--- src/rtl/cbcc_pkg.sv ---
// ============================================================================
// cbcc_pkg: shared types, constants and a function
// Field widths, operation and class codes, the queue entry format and the
// hit-count bucketing function of the coverage bitmap classifier.
// ============================================================================
package cbcc_pkg;

    localparam int IDX_W        = 16;
    localparam int VAL_W        = 8;
    localparam int CNT_W        = 17;
    localparam int FUNC_W       = 2;
    localparam int CLS_W        = 2;
    localparam int MAP_SIZE_DEF = 65536;

    localparam logic [CNT_W-1:0] CNT_MAX = {CNT_W{1'b1}};

    // Operation codes carried on tuser of the input side
    localparam logic [FUNC_W-1:0] FN_CMP_BKT = 2'd0;
    localparam logic [FUNC_W-1:0] FN_CMP_RAW = 2'd1;
    localparam logic [FUNC_W-1:0] FN_MERGE   = 2'd2;
    localparam logic [FUNC_W-1:0] FN_BUCKET  = 2'd3;

    // Entry classes carried on tuser of the output side
    localparam logic [CLS_W-1:0] CLS_NONE       = 2'd0;
    localparam logic [CLS_W-1:0] CLS_NEW_BUCKET = 2'd1;
    localparam logic [CLS_W-1:0] CLS_FIRST_HIT  = 2'd2;

    // Queue between front and back
    localparam int QUEUE_DEPTH = 4;
    localparam int Q_AW        = $clog2(QUEUE_DEPTH);
    localparam int Q_CW        = $clog2(QUEUE_DEPTH + 1);

    typedef struct packed {
        logic is_cmp;
        logic is_merge;
        logic last;
    } cbcc_ctl_t;

    typedef struct packed {
        cbcc_ctl_t          ctl;
        logic [IDX_W-1:0]   entry_index;
        logic [VAL_W-1:0]   value;
    } cbcc_item_t;

    // Map a raw hit count onto its bucket
    function automatic logic [VAL_W-1:0] bucket_of(input logic [VAL_W-1:0] v);
        logic [VAL_W-1:0] b;
        begin
            priority if (v[7])
                b = 8'd128;
            else if (v[6] || v[5])
                b = 8'd64;
            else if (v[4])
                b = 8'd32;
            else if (v[3])
                b = 8'd16;
            else if (v[2])
                b = 8'd8;
            else if (v == 8'd3)
                b = 8'd4;
            else
                b = v;
            return b;
        end
    endfunction

endpackage

--- src/rtl/cbcc_front.sv ---
// ============================================================================
// cbcc_front: input stage
// Accepts items, decodes the operation, buckets the hit count for the bucket
// modes and pushes the prepared item into the queue toward the back part.
// ============================================================================
module cbcc_front (
    input  logic                             s_axis_tvalid,
    output logic                             s_axis_tready,
    input  logic [23:0]                      s_axis_tdata,  // entry_index[15:0], hit_count[23:16]
    input  logic [cbcc_pkg::FUNC_W-1:0]      s_axis_tuser,  // func[1:0]
    input  logic                             s_axis_tlast,  // last_item
    input  logic                             init_done,
    input  logic                             q_full,
    output logic                             q_push,
    output cbcc_pkg::cbcc_item_t             q_item
);
    import cbcc_pkg::*;

    logic [VAL_W-1:0] raw;

    // Accept only once the map is cleared and the queue has room
    assign s_axis_tready = init_done && !q_full;
    assign q_push        = s_axis_tvalid && s_axis_tready;
    assign raw           = s_axis_tdata[IDX_W +: VAL_W];

    // Decode the operation and pick the value that travels on
    always_comb
    begin
        q_item.entry_index = s_axis_tdata[IDX_W-1:0];
        q_item.ctl.last    = s_axis_tlast;
        unique case (s_axis_tuser)
            FN_CMP_BKT:
            begin
                q_item.ctl.is_cmp   = 1'b1;
                q_item.ctl.is_merge = 1'b0;
                q_item.value        = bucket_of(raw);
            end
            FN_CMP_RAW:
            begin
                q_item.ctl.is_cmp   = 1'b1;
                q_item.ctl.is_merge = 1'b0;
                q_item.value        = raw;
            end
            FN_MERGE:
            begin
                q_item.ctl.is_cmp   = 1'b0;
                q_item.ctl.is_merge = 1'b1;
                q_item.value        = raw;
            end
            FN_BUCKET:
            begin
                q_item.ctl.is_cmp   = 1'b0;
                q_item.ctl.is_merge = 1'b0;
                q_item.value        = bucket_of(raw);
            end
            default:
            begin
                q_item.ctl.is_cmp   = 1'b0;
                q_item.ctl.is_merge = 1'b0;
                q_item.value        = raw;
            end
        endcase
    end

endmodule

--- config.mk ---
export PLATFORM = sky130hd
export DESIGN_NAME = cbcc_front
export DESIGN_NICKNAME = d
export VERILOG_FILES = /design/src/rtl/cbcc_pkg.sv /design/src/rtl/cbcc_front.sv
export SDC_FILE = /design/constraint.sdc
export NUM_CORES = 1
export LEC_CHECK = 0
export BUFFER_PORTS_ARGS = -buffer_cell sky130_fd_sc_hd__buf_2
export CAP_MARGIN = 20
export CELL_PAD_IN_SITES_DETAIL_PLACEMENT = 0
export CELL_PAD_IN_SITES_GLOBAL_PLACEMENT = 2
export CORE_ASPECT_RATIO = 1.5
export CORE_MARGIN = 3
export CORE_UTILIZATION = 10
export DETAILED_ROUTE_END_ITERATION = 8
export PLACE_DENSITY = 0.82
export SLEW_MARGIN = 30
export SYNTH_ARGS = -nofsm -noshare
export SYNTH_HDL_FRONTEND = slang
export SYNTH_SLANG_ARGS = --single-unit
--- constraint.sdc ---
create_clock -name vclk -period 1.1
set_clock_uncertainty 0.05 [all_clocks]
set_input_delay 0.055 -clock vclk [all_inputs]
set_output_delay 0.055 -clock vclk [all_outputs]
set_load 0.05 [all_outputs]
* Yosys cells after proc, flatten, opt, wreduce, memory -nomap -nowiden
Index checks and enable logic that the tools add are counted.
Cells by class: mux-type cells 8, equal/unequal tests 4, reduce and logical (&&, ||, !) cells 8
Operator list (number):
- 8-bit 2-to-1 mux | 5
- 8-bit one-hot mux with 2 select lines | 1
- 8-bit by 2-bit equality test with 1-bit output (second input constant) | 1
- 7-bit 2-to-1 mux | 1
- 2-bit one-hot mux with 3 select lines | 1
- 2-bit OR reduction | 3
- 2-bit equality test (second input constant) | 2
- 2-bit by 1-bit equality test with 1-bit output (second input constant) | 1
- 1-bit logical AND | 2
- 2-bit logical NOT | 1
- 1-bit logical NOT | 1
- 1-bit logical OR | 1
Word-level totals: input port bits 30, flip-flop bits (word level) 0, logic and storage cells 20, output and inout port bits 29

* Longest topological paths before layout
word-level depth 8, mapped depth 5, depth with buffers taken out 4

* Worst setup path after synthesis
No wires, ideal clock.
path kind input-to-output, start input s_axis_tuser[0] (netlist bit), end output q_item[5] (netlist bit), path slack -1.331 ns, path buffers 1, arrival 2.326 ns, stages 5, required time 0.995 ns, cells stage by stage inv_1 > ha_1 > clkbuf_1 > nand2_1 > o41ai_1
RTL lines:
- start: declaration | RTL line cbcc_front.sv:10 | input logic [cbcc_pkg::FUNC_W-1:0] s_axis_tuser,
- end: declaration | RTL line cbcc_front.sv:15 | output cbcc_pkg::cbcc_item_t q_item

==> run_results.csv <==
group,metric,value,unit
power_and_ir_drop,design_power_total,0.000408,W
place,gp_congestion,0.572,
place,postPlaceCellArea,559,um2
final_layout,num_antenna_cells,0,
final_layout,layout.cell_area.non_filler,672,um2
floorplanning,die_height,76.3,um
timing,min_period_over_period,118,%
final_layout,flow.area_growth_from_synthesis,104,%
final_layout,fillers,349,
place,io_buffer_count,25,
synth,synth-seq-area-share,0,%
final_layout,final_layout_size_suffix_gt1_share,80.3,%
power_and_ir_drop,peakVddDrop,0.235,mV
timing,rsz_0062_raised_after_global_routing,"yes",
final_layout,postLayoutCoreUtil,22.2,%
timing,maxSlewViolCount,0,
setup_path,worst-setup-path-type,"in -> out",
power_and_ir_drop,clock_power_share,0,%
power_and_ir_drop,net_load_switching_power,0.000228,W
power_and_ir_drop,sw_frac_of_total,55.8,%
route,first_pass_iteration_count_of_the_detailed_router,4,
global_routing,first_pass_grt_wire_length,1740,um
synth,post-synth-top-area-cell,"sky130_fd_sc_hd__buf_4",
synth,synth_cell_type_count,17,
run_status,violations,"setup timing",
synth,main_area_contributors_after_synthesis,"sky130_fd_sc_hd__buf_4, sky130_fd_sc_hd__ha_1, sky130_fd_sc_hd__o32ai_1",
setup_path,critPathLaunchType,"input port",
route,detail-route-antenna-nets,0,
route,route.final.wire_length,974,um
power_and_ir_drop,power_per_cell_area,607,nW/um2
synth,post_synth_inst_count,48,
floorplanning,die_area,4030,um2
timing,fin_setup_tns,-0.736,ns
synth,synth.net_count,81,
global_routing,first_global_vias,419,
floorplanning,initial_core_utilization,10.8,%
setup_path,worstPathRequired,1.00,ns
timing,slew_at_the_pin_closest_to_its_max_slew_limit,0.249,ns
place,detailedPlacementHpwl,837,um
setup_path,critical_path_peak_fanout,5,
place,cell_count_after_placement,102,
final_layout,multi_input_area,294,um2
final_layout,layout.nets,101,
synth,synth_top_area_share,41.1,%
timing,finalWorstSetupSlack,-0.193,ns
setup_path,critical_path.endpoint_type,"output pin",
global_routing,grt_max_degree,6,
power_and_ir_drop,share_seq_of_total_power,0,%
timing,maxClockFrequency,0.773,GHz
timing,fin_crit,1.29,ns
worst_hold_path,worstHoldPathType,"in -> out",
timing,report.final.setup_viol,5,
global_routing,track_usage,5.03,%
route,drc_errors,0,
route,routedWlPerCell,9.28,um
route,drt-initial-drc-count,1,
synth,ys_warn_count,0,
global_routing,gr-total-overflow,0,
global_routing,grt_antenna_before_repair,0,
final_layout,final-seq-area,0,um2
run_status,run_status,"complete, but fails checks",
route,routed_via_density,3.59,
floorplanning,ios,59,
timing,relSlewSlack,83.3,%
power_and_ir_drop,comb_power_share,100.0,%
run,max_cap_violations,0,
synth,avgSynthCellArea,6.86,um2
final_layout,final_cell_count_no_fill,105,
synth,syn_area,329,um2
power_and_ir_drop,power_leakage,0.314,nW
final_layout,ff_latch_count,0,
floorplanning,num_rows,24,
setup_path,arrival,1.19,ns
floorplanning,die-width,52.8,um
final_layout,nClkBuffers,0,
power_and_ir_drop,internal-power,0.000180,W
timing,finalHoldViolCount,0,
route,total_via_count_after_detailed_routing,377,
floorplanning,core-area,3030,um2
power groups by stage:
stage | Combinational (W) | Sequential [W] | Clock [W]
6_report | 0.000408 | 0 | 0
5_1_grt | 0.000433 | 0 | 0
4_1_cts | 0.000404 | 0 | 0
3_5_place_dp | 0.000340 | 0 | 0
3_3_place_gp | 0.000334 | 0 | 0
2_1_floorplan | 0.000414 | 0 | 0
worst paths after layout:
check                         from         end  cells after the start
setup / recovery  s_axis_tdata[23]   q_item[1]                      4
hold / removal     s_axis_tdata[5]  q_item[13]                      0
critical path, cell delays in order:
cell,delay [ns]
sky130_fd_sc_hd__buf_6,0.09
sky130_fd_sc_hd__or4_4,0.61
sky130_fd_sc_hd__o32ai_4,0.24
sky130_fd_sc_hd__buf_6,0.19
Yosys cell counts:
library cell               number
sky130_fd_sc_hd__o22ai_1        2
sky130_fd_sc_hd__nor2_1         1
sky130_fd_sc_hd__or4_4          1
sky130_fd_sc_hd__nor2b_1        1
sky130_fd_sc_hd__nand3_1        1
sky130_fd_sc_hd__a21oi_1        2
sky130_fd_sc_hd__buf_4         18
sky130_fd_sc_hd__o41ai_1        1
sky130_fd_sc_hd__and2_1         1
sky130_fd_sc_hd__inv_1          6
sky130_fd_sc_hd__o32ai_1        3
sky130_fd_sc_hd__ha_1           3
sky130_fd_sc_hd__clkbuf_1       1
sky130_fd_sc_hd__nand2b_1       3
sky130_fd_sc_hd__nand2_1        2
sky130_fd_sc_hd__or2_2          1
sky130_fd_sc_hd__nand3b_1       1
through the flow:
stage | worst slack (ns) | hold slack, ns
floorplan | -0.225 | 0.157
global placement | -0.307 | 0.0603
detailed placement | -0.320 | 0.0603
CTS | -0.204 | 0.0603
global route | -0.229 | 0.0601
finish | -0.193 | 0.0600
final cells by class:
cell class | count | area share, %
tap | 39 | 7.26
multi-input combinational | 23 | 43.8
inverter | 6 | 5.21
timing repair buffer | 37 | 43.8
layer usage:
layer | global-route usage, % | vias to the layer above | wire length, um
met5 | 0 | - | 0
met4 | 1.53 | 0 | 14
met3 | 0.783 | 6 | 104
met2 | 9.83 | 18 | 592
met1 | 5.05 | 175 | 261
li1 | - | 178 | -
kinds of logic after synthesis:
group / after synthesis / synth area share [%]
compound gates: 8 / 17.5
fa+ha+maj: 3 / 11.4
buf+inv: 25 / 49.0
simple gates: 12 / 22.1
timing repair:
item / in CTS / in global routing
hold buffers: 0 / 0
setup endpoints to repair: 7 / 7
buffers inserted: 3 / 0
resized for setup: 20 / 5
pin swaps: 5 / 0
placed cells by master, fill, tap and decap left out:
cell type	netlist	final
sky130_fd_sc_hd__nor2_1	1	1
sky130_fd_sc_hd__inv_12	0	1
sky130_fd_sc_hd__a21oi_2	0	2
sky130_fd_sc_hd__buf_4	18	10
sky130_fd_sc_hd__nand2b_1	3	2
sky130_fd_sc_hd__buf_6	0	11
sky130_fd_sc_hd__or4_4	1	1
sky130_fd_sc_hd__nand3_1	1	1
sky130_fd_sc_hd__buf_12	0	1
sky130_fd_sc_hd__and2_2	0	1
sky130_fd_sc_hd__o22ai_2	0	2
sky130_fd_sc_hd__buf_2	0	15
sky130_fd_sc_hd__or2_2	1	1
sky130_fd_sc_hd__nand2b_4	0	1
sky130_fd_sc_hd__nand2_1	2	1
sky130_fd_sc_hd__inv_1	6	5
sky130_fd_sc_hd__ha_1	3	2
sky130_fd_sc_hd__ha_4	0	1
sky130_fd_sc_hd__o41ai_4	0	1
sky130_fd_sc_hd__nor2b_2	0	1
sky130_fd_sc_hd__nand2_4	0	1
sky130_fd_sc_hd__o32ai_4	0	3
sky130_fd_sc_hd__nand3b_1	1	1
Power figures use the tool's default switching activity.
