`config.mk`:
```
export PLATFORM = sky130hd
export DESIGN_NAME = cbcc_queue
export DESIGN_NICKNAME = d
export VERILOG_FILES = /design/src/rtl/cbcc_pkg.sv /design/src/rtl/cbcc_queue.sv
export SDC_FILE = /design/constraint.sdc
export NUM_CORES = 1
export LEC_CHECK = 0
export ABC_AREA = 1
export BUFFER_PORTS_ARGS = -buffer_cell sky130_fd_sc_hd__buf_4
export CORE_MARGIN = 2
export CORE_UTILIZATION = 62
export CTS_CLUSTER_SIZE = 40
export DETAILED_ROUTE_END_ITERATION = 6
export GPL_TIMING_DRIVEN = 0
export MAX_ROUTING_LAYER = met4
export PLACE_DENSITY = 0.88
export SYNTH_ARGS = -nofsm -noshare
export SYNTH_HDL_FRONTEND = slang
export SYNTH_SLANG_ARGS = --single-unit
```
`constraint.sdc`:
```
create_clock -name clk -period 3 [get_ports clk]
set_input_delay 0.3 -clock clk [delete_from_list [all_inputs] [get_ports clk]]
set_output_delay 0.3 -clock clk [all_outputs]
set_load 0.005 [all_outputs]
```
`src/rtl/cbcc_pkg.sv`:
```
// ============================================================================
// cbcc_pkg: shared types, constants and a function
// Field widths, operation and class codes, the queue entry format and the
// hit-count bucketing function of the coverage bitmap classifier.
// ============================================================================
package cbcc_pkg;

    localparam int IDX_W        = 16;
    localparam int VAL_W        = 8;
    localparam int CNT_W        = 17;
    localparam int FUNC_W       = 2;
    localparam int CLS_W        = 2;
    localparam int MAP_SIZE_DEF = 65536;

    localparam logic [CNT_W-1:0] CNT_MAX = {CNT_W{1'b1}};

    // Operation codes carried on tuser of the input side
    localparam logic [FUNC_W-1:0] FN_CMP_BKT = 2'd0;
    localparam logic [FUNC_W-1:0] FN_CMP_RAW = 2'd1;
    localparam logic [FUNC_W-1:0] FN_MERGE   = 2'd2;
    localparam logic [FUNC_W-1:0] FN_BUCKET  = 2'd3;

    // Entry classes carried on tuser of the output side
    localparam logic [CLS_W-1:0] CLS_NONE       = 2'd0;
    localparam logic [CLS_W-1:0] CLS_NEW_BUCKET = 2'd1;
    localparam logic [CLS_W-1:0] CLS_FIRST_HIT  = 2'd2;

    // Queue between front and back
    localparam int QUEUE_DEPTH = 4;
    localparam int Q_AW        = $clog2(QUEUE_DEPTH);
    localparam int Q_CW        = $clog2(QUEUE_DEPTH + 1);

    typedef struct packed {
        logic is_cmp;
        logic is_merge;
        logic last;
    } cbcc_ctl_t;

    typedef struct packed {
        cbcc_ctl_t          ctl;
        logic [IDX_W-1:0]   entry_index;
        logic [VAL_W-1:0]   value;
    } cbcc_item_t;

    // Map a raw hit count onto its bucket
    function automatic logic [VAL_W-1:0] bucket_of(input logic [VAL_W-1:0] v);
        logic [VAL_W-1:0] b;
        begin
            priority if (v[7])
                b = 8'd128;
            else if (v[6] || v[5])
                b = 8'd64;
            else if (v[4])
                b = 8'd32;
            else if (v[3])
                b = 8'd16;
            else if (v[2])
                b = 8'd8;
            else if (v == 8'd3)
                b = 8'd4;
            else
                b = v;
            return b;
        end
    endfunction

endpackage

```
`src/rtl/cbcc_queue.sv`:
```
// ============================================================================
// cbcc_queue: short item queue
// Small register FIFO that decouples the front from the back part.
// ============================================================================
module cbcc_queue (
    input  logic                  clk,
    input  logic                  rst_n,
    input  logic                  push,
    input  cbcc_pkg::cbcc_item_t  push_item,
    output logic                  full,
    input  logic                  pop,
    output logic                  valid,
    output cbcc_pkg::cbcc_item_t  head_item
);
    import cbcc_pkg::*;

    cbcc_item_t        slot_reg [QUEUE_DEPTH];
    logic [Q_AW-1:0]   wr_ptr_reg;
    logic [Q_AW-1:0]   wr_ptr_next;
    logic [Q_AW-1:0]   rd_ptr_reg;
    logic [Q_AW-1:0]   rd_ptr_next;
    logic [Q_CW-1:0]   cnt_reg;
    logic [Q_CW-1:0]   cnt_next;

    assign full      = (cnt_reg == Q_CW'(QUEUE_DEPTH));
    assign valid     = (cnt_reg != '0);
    assign head_item = slot_reg[rd_ptr_reg];

    // Advance pointers and fill level
    always_comb
    begin
        wr_ptr_next = push ? wr_ptr_reg + 1'b1 : wr_ptr_reg;
        rd_ptr_next = pop ? rd_ptr_reg + 1'b1 : rd_ptr_reg;
        cnt_next    = cnt_reg;
        if (push && !pop)
            cnt_next = cnt_reg + 1'b1;
        else if (pop && !push)
            cnt_next = cnt_reg - 1'b1;
    end

    always_ff @(posedge clk or negedge rst_n)
    begin
        if (!rst_n)
        begin
            wr_ptr_reg <= '0;
            rd_ptr_reg <= '0;
            cnt_reg    <= '0;
        end
        else
        begin
            wr_ptr_reg <= wr_ptr_next;
            rd_ptr_reg <= rd_ptr_next;
            cnt_reg    <= cnt_next;
        end
    end

    // Store the pushed item
    always_ff @(posedge clk)
    begin
        if (push)
            slot_reg[wr_ptr_reg] <= push_item;
    end

endmodule

```
### Word-level counts from Yosys, hierarchy flattened

Memory sizes are Yosys's and may differ from the RTL's.
Index checks and enable logic that the tools add are counted.

| storage, ports and cells | value |
|---|---|
| register bits | 7 |
| bits in writable memories | 108 |
| input bits | 31 |
| output and inout bits | 29 |
| logic and storage cells | 19 |
| memories | 1 |

Memory list:

| memory | depth | width | rd ports | clocked after Yosys merged registers in | write ports | RTL line | RTL |
|---|---|---|---|---|---|---|---|
| slot_reg | 4 | 27 | 1 | 0 | 1 | cbcc_queue.sv:17 | `cbcc_item_t slot_reg [QUEUE_DEPTH];` |

| operators by class | value |
|---|---|
| add/subtract/negate cells | 4 |
| equal/unequal tests | 1 |
| mux-type cells | 4 |
| reductions and logical operators | 6 |

Operators by type and width:

| cell | count |
|---|---|
| 2-to-1 mux 3 bit | 2 |
| adder 2 x 1 -> 2 bit (second input constant) | 2 |
| adder 3 x 1 -> 3 bit (second input constant) | 1 |
| equality test 3 bit (second input constant) | 1 |
| nonzero test 3 bit | 1 |
| subtractor 3 x 1 -> 3 bit (second input constant) | 1 |
| logical AND 1 bit | 2 |
| logical NOT 1 bit | 2 |
| 2-to-1 mux 1 bit | 2 |
| nonzero test 2 bit | 1 |

### Longest topological paths before layout

Gate-level depths: netlist (run 1).

| depth | value |
|---|---|
| word-level depth | 4 |
| gate-level depth with buffers | 9 |
| mapped depth without buffers | 9 |

### Worst setup path before layout (run 1)

Ideal clock, no wire load.

| timing path | value |
|---|---|
| path kind | register to register |
| start point | register wr_ptr_reg[0] |
| end point | memory slot_reg[0][0] (netlist name), enable pin |
| library setup time | 0.382 ns |
| arrival | 1.209 ns |
| data required time | 2.618 ns |
| setup slack | 1.409 ns |
| stages on the path, launching flop included | 5 |
| buffers on the path | 0 |
| period minus slack after synthesis | 1.591 ns |
| cells stage by stage | dfrtp_1 inv_1 ha_1 nand2_1 inv_1 |

RTL lines:

| what | RTL line | RTL |
|---|---|---|
| from (decl) | cbcc_queue.sv:18 | `logic [Q_AW-1:0] wr_ptr_reg;` |
| from (signal assigned) | cbcc_queue.sv:51 | `wr_ptr_reg <= wr_ptr_next;` |
| to (decl) | cbcc_queue.sv:17 |  |

Straight into the memory's write port.

==> results of run 1 <==
worst max-delay path, cell delays in order (launching register included):
cell	delay, ns
dfrtp_1	0.38
buf_4	0.19
inv_4	0.14
buf_4	0.22
o211ai_1	0.13
nand2_1	0.12
buf_4	0.12
worst min path at each step:
stage                       to  depth (start not counted)  slack [ns]
floorplan           cnt_reg[0]                          0       0.004
global placement    cnt_reg[0]                          1        0.12
detailed placement  cnt_reg[0]                          1        0.12
CTS                 cnt_reg[2]                          2        0.12
global route        cnt_reg[2]                          2        0.15
finish              cnt_reg[1]                          2        0.15
metrics by stage:
step                cell area [um2]  instances  setup slack (ns)  utilization  hold slack [ns]
finish                         6180        581             0.893        0.843            0.153
global route                   6180        581             0.824        0.843            0.151
CTS                            6180        581             0.904        0.843            0.122
detailed placement             5310        521             0.923        0.724            0.116
global placement               5310        521             0.993        0.724            0.119
floorplan                      4740        363              1.41            -          0.00441
cells in the final DEF, fill, tap and decap left out, drive strengths merged:
| cell | Yosys | layout |
|---|---|---|
| ha | 5 | 5 |
| dfrtp | 7 | 7 |
| nand2 | 95 | 95 |
| nor2 | 1 | 1 |
| bufinv | 0 | 4 |
| xnor2 | 1 | 1 |
| nand3 | 1 | 1 |
| nor3 | 1 | 1 |
| nand4 | 1 | 1 |
| clkinv | 0 | 7 |
| xor2 | 3 | 3 |
| clkbuf | 1 | 20 |
| edfxtp | 108 | 108 |
| clkinvlp | 0 | 1 |
| inv | 66 | 66 |
| buf | 17 | 76 |
| o211ai | 54 | 54 |
| o21ai | 1 | 1 |
| fa | 1 | 1 |
| dlygate4sd3 | 0 | 29 |
logic make-up (layout without fill, tap and decap cells):
family,count (synthesis),after routing,synth area share
adder cells (fa/ha/maj),6,6,0.0174
AND/OR/NAND/NOR,99,99,0.0795
flip-flops,115,115,0.721
XOR/XNOR,4,4,0.00740
AO/OA/AOI/OAI,55,55,0.0866
buffers and inverters,84,203,0.0877
power groups by stage:
stage / clock [mW] / sequential (mW) / combinational [mW]
after floorplan: 0 / 2.22 / 1.19
after global placement: 0 / 2.24 / 1.98
after detailed placement: 0 / 2.26 / 2.05
after CTS: 2.01 / 2.24 / 2.14
after global routing: 2.09 / 2.27 / 2.34
final: 2.01 / 2.25 / 2.18
cell type report:
type / count / area (um2) / share of cell area
Tap cell: 99 / 124 / 0.0200
Sequential cell: 115 / 3420 / 0.553
Clock inverter: 12 / 164 / 0.0265
Clock buffer: 19 / 422 / 0.0682
Inverter: 66 / 250 / 0.0405
Timing Repair Buffer: 88 / 733 / 0.119
Buffer: 18 / 165 / 0.0267
Multi-Input combinational cell: 164 / 905 / 0.146
routing by layer:
metal	part of all wire	routed length (um)	global-route usage
met3	0.085	963	0.0747
met2	0.51	5770	0.468
met1	0.38	4270	0.350
met4	0.031	349	0.170
met5	0	0	-
what timing repair did:
| item | CTS | global route |
|---|---|---|
| hold buffers | 29 | 0 |
| setup endpoints to repair | 0 | 0 |
| endpoints found under the hold margin | 116 | 0 |
==> impl_metrics.tcl, run 1 <==
set metrics [dict create \
    status "completed" \
    switching_share 0.320 \
    r2r_slack_ns 0.90 \
    synth.most_common_cell "edfxtp_1" \
    fill_cells 317 \
    min_path_type "in -> async" \
    cts_sinks 115 \
    p_comb_frac 0.338 \
    core_um2 7330 \
    crit_arrival_ns 1.81 \
    rr_endpoint "slot_reg[2][25]" \
    report.final.slew_viol_count 0 \
    crit_path_start_kind "flop" \
    tightest_slew_ns 1.31 \
    antenna_found_initial 0 \
    critical_path_class "reg -> out" \
    vias 3258 \
    num_antenna_cells 0 \
    grt_max_degree 28 \
    place_congestion 0.831 \
    rsz0062_at_grt "no" \
    die_w_um 91.4 \
    grt_pass1_wl_mm 17.6 \
    worst-path-max-fanout 10 \
    cts_setup_buffers 0 \
    die_y_um 91.4 \
    global_route.overflow_total 0 \
    netlist_area_um2 4740 \
    yosysTopAreaCell "edfxtp_1" \
    largest_register_ff_count 108 \
    clkLatencyLatePin_ns 0.52 \
    via_per_inst 5.61 \
    dieArea_um2 8360 \
    grt_pass1_vias 3355 \
    fin_total_pwr_mw 6.44 \
    start_util 0.646 \
    hold_viol 0 \
    fin_setup_tns_ns 0 \
    io_pins 60 \
    hpwlAfterDp_mm 5.72 \
    clk_pin_slew_ns 0.05 \
    reg2reg_depth 4 \
    drt_wl_total_mm 11.4 \
    end_kind "output pin" \
    clock_power_share 0.313 \
    synthDominantCellAreaShare 0.684 \
    r2r-start "wr_ptr_reg[0]" \
    h-tree-depth 4 \
    rows 31 \
    maxCapViolations 0 \
    tritoncts "built" \
    dr.first_iter.drc_count 306 \
    cts_resized 0 \
    ir_drop_uv 633 \
    synth-seq-cells 115 \
    drc 0 \
    fin_crit_sh 0.702 \
    fin_crit_ns 2.11 \
    powerDensity_nw_per_um2 1040 \
    drive_gt1_frac 0.216 \
    final_nets 507 \
    route.antenna.remaining_nets 0 \
    routedWlPerCell_um 19.5 \
    clk_path_buf_depth 2 \
    root_buffer "clkbuf_8" \
    p_leak_nw 2.60 \
    startpoint "rd_ptr_reg[1]" \
    area_growth_pct 30.4 \
    intPower_mw 4.37 \
    syn_nets 400 \
    crit_end "head_item[9]" \
    grt_use_total 0.297 \
    yosys.cell_types.count 19 \
    async_flop_share 0.0609 \
    ys_seq_area_frac 0.721 \
    synth-edff-count 108 \
    yosys_warnings 0 \
    numCtsBuffers 17 \
    avgSynthCellArea_um2 13.1 \
    maxSlewHeadroom 0.125 \
    post_synth_inst_count 363 \
    netlist_top_cells_count "edfxtp_1, nand2_1, inv_1, o211ai_1, buf_6" \
    fmax_ghz 0.475 \
    dr.pass1.iters 5 \
    netlist_top_cells_area "edfxtp_1, o211ai_1, nand2_1" \
    finalSetupViolCount 0 \
    synthFlopType "edfxtp_1" \
    skew_ns 0.00712 \
    required_ns 2.70 \
    p_sw_mw 2.06 \
    p_seq_frac 0.349 \
    port_buffers 59 \
]
Note: power is estimated with default switching activity, not from simulation.
==> run 2: changes to the inputs <==
--- a/config.mk
+++ b/config.mk
@@ -8,12 +8,12 @@
 export ABC_AREA = 1
 export BUFFER_PORTS_ARGS = -buffer_cell sky130_fd_sc_hd__buf_4
 export CORE_MARGIN = 2
-export CORE_UTILIZATION = 62
+export CORE_UTILIZATION = 57
 export CTS_CLUSTER_SIZE = 40
 export DETAILED_ROUTE_END_ITERATION = 6
 export GPL_TIMING_DRIVEN = 0
 export MAX_ROUTING_LAYER = met4
-export PLACE_DENSITY = 0.88
+export PLACE_DENSITY = 0.82
 export SYNTH_ARGS = -nofsm -noshare
 export SYNTH_HDL_FRONTEND = slang
 export SYNTH_SLANG_ARGS = --single-unit
==> constraint.sdc (replaced) <==
create_clock -name clk -period 2.2 [get_ports clk]
set_input_delay 0.22 -clock clk [delete_from_list [all_inputs] [get_ports clk]]
set_output_delay 0.22 -clock clk [all_outputs]
set_load 0.005 [all_outputs]
==> run 2 against run 1 <==
- critical path depth is 2 lower
- first-iteration DRC count is 27% lower
- die area is 8.4% higher
- count of clock-buffer cells in the layout is 1 lower
- sequential share of layout area is 0.067 points lower
- worst setup slack worse by 0.69 ns
- clock skew hardly changed
- final area is 0.12% higher
- wire length is 14% lower
- non-clock buffer count stayed put
- via count is 5.9% lower
- critical path type is now reg -> reg
- largest power group unchanged
- highest routed layer unchanged
==> impl_metrics.tcl, run 2 (synthesis results as in run 1) <==
set metrics [dict create \
    clk_pin_slew_ns 0.05 \
    route.antenna.remaining_nets 0 \
    drive_gt1_frac 0.213 \
    ir_drop_uv 844 \
    rsz0062_at_grt "no" \
    io_pins 60 \
    core_um2 8130 \
    maxSlewHeadroom 0.149 \
    crit_end "slot_reg[1][19]" \
    fin_crit_ns 2.00 \
    cpMostUsedCell "inv_1" \
    worst_path_max_delay_cell "inv_1" \
    holdWs_ns 0.0561 \
    p_leak_nw 2.60 \
    grt_use_met3 0.0688 \
    worst-path-stages 4 \
    critical_path_class "reg -> reg" \
    clk_path_buf_depth 2 \
    routedWlPerCell_um 16.5 \
    fill_cells 457 \
    clkLatencyLatePin_ns 0.52 \
    rows 33 \
    h-tree-depth 4 \
    design_area_um2 6190 \
    seq_area_um2 3420 \
    pre_cts_ws_ns 0.180 \
    antenna_found_initial 0 \
    skew_ns 0.00668 \
    place_area_um2 5310 \
    num_antenna_cells 0 \
    port_buffers 59 \
    crit_path_start_kind "flop" \
    area_growth_pct 30.6 \
    grt.met1_usage 0.283 \
    final_nets 507 \
    drt_wl_total_mm 9.71 \
    grt_use_total 0.239 \
    dr.pass1.iters 5 \
    cts_sinks 115 \
    tightest_slew_ns 1.28 \
    use_met2 0.381 \
    layout_common_cells "edfxtp_1, nand2_1, inv_1, buf_4, o211ai_1" \
    cp_top_family "buffers and inverters" \
    r2r-start "wr_ptr_reg[1]" \
    finalCoreUtilization 0.761 \
    drc 0 \
    place_congestion 0.725 \
    required_ns 2.33 \
    worst-path-max-fanout 27 \
    finalSetupViolCount 0 \
    dieArea_um2 9060 \
    end_kind "flop" \
    final_common_cell "edfxtp_1" \
    status "completed" \
    r2r_slack_ns 0.20 \
    rr_endpoint "slot_reg[1][19]" \
    reg2reg_depth 4 \
    fin_cells 588 \
    crit_path_cell_trace "inv_1 > ha_1 > nand2_1 > inv_1" \
    start_util 0.583 \
    die_w_um 95.2 \
    fin_setup_tns_ns 0 \
    crit_buf_inv 2 \
    global_route.overflow_total 0 \
    multi_input_area_um2 905 \
    dr.first_iter.drc_count 223 \
    report.final.slew_viol_count 0 \
    via_per_inst 5.22 \
    crit_arrival_ns 2.13 \
    fmax_ghz 0.500 \
    critPathMaxStageDelay_ns 0.91 \
    hpwlAfterDp_mm 5.33 \
    top_usage_layer "met2" \
    dp_cells 527 \
    hold_viol 0 \
    grt_pass1_vias 2993 \
    vias 3067 \
    fin_total_pwr_mw 8.59 \
    maxCapViolations 0 \
    setup_slack_ns 0.199 \
    fin_crit_sh 0.910 \
    startpoint "wr_ptr_reg[1]" \
    min_path_type "in -> async" \
    largest_register_ff_count 108 \
    die_y_um 95.2 \
    grt_max_degree 28 \
    root_buffer "clkbuf_8" \
    grt_pass1_wl_mm 14.8 \
    tritoncts "built" \
    powerDensity_nw_per_um2 1390 \
    cts_resized 0 \
    numCtsBuffers 17 \
]
## run 2: cell types whose count changed in the layout (fill, tap and decap cells not counted), sizes merged
cell	previous run	this run
clkbuf	20	19
clkinvlp	1	0
clkinv	7	10
## run 2: repair_timing
action	4_1_cts	5_1_grt
buffers inserted	0	0
hold buffers	29	0
hold endpoints to repair	117	0
## run 2: layout make-up
class	count	area share
plain buffers	18	0.0267
inverters	66	0.0404
flip-flops and latches	115	0.552
well taps	105	0.0212
clock buffers	18	0.0675
repair buffers	88	0.118
clock inverters	14	0.0271
multi-input cells	164	0.146
## run 2: how the worst min path moves through the flow
stage | startpoint | end | slack [ns] | cells past startpoint
2_1_floorplan | rst_n | cnt_reg[0] | -0.08 | 0
3_3_place_gp | rst_n | wr_ptr_reg[0] | 0.04 | 1
3_5_place_dp | rst_n | wr_ptr_reg[0] | 0.04 | 1
4_1_cts | rst_n | wr_ptr_reg[0] | 0.03 | 2
5_1_grt | rst_n | cnt_reg[2] | 0.06 | 2
6_report | rst_n | wr_ptr_reg[0] | 0.06 | 2
## run 2: layer usage
layer	vias to the layer above	part of all wire	routed length, um
met3	16	0.059	570
met4	0	0.016	158
li1	1458	-	-
met5	-	0	0
met1	1484	0.41	4000
met2	109	0.51	4990
## run 2: power breakdown
part / leakage [nW] / internal [mW] / switching (mW)
clock: 0.290 / 1.81 / 0.903
combinational: 1.24 / 1.25 / 1.60
sequential: 1.07 / 2.90 / 0.139
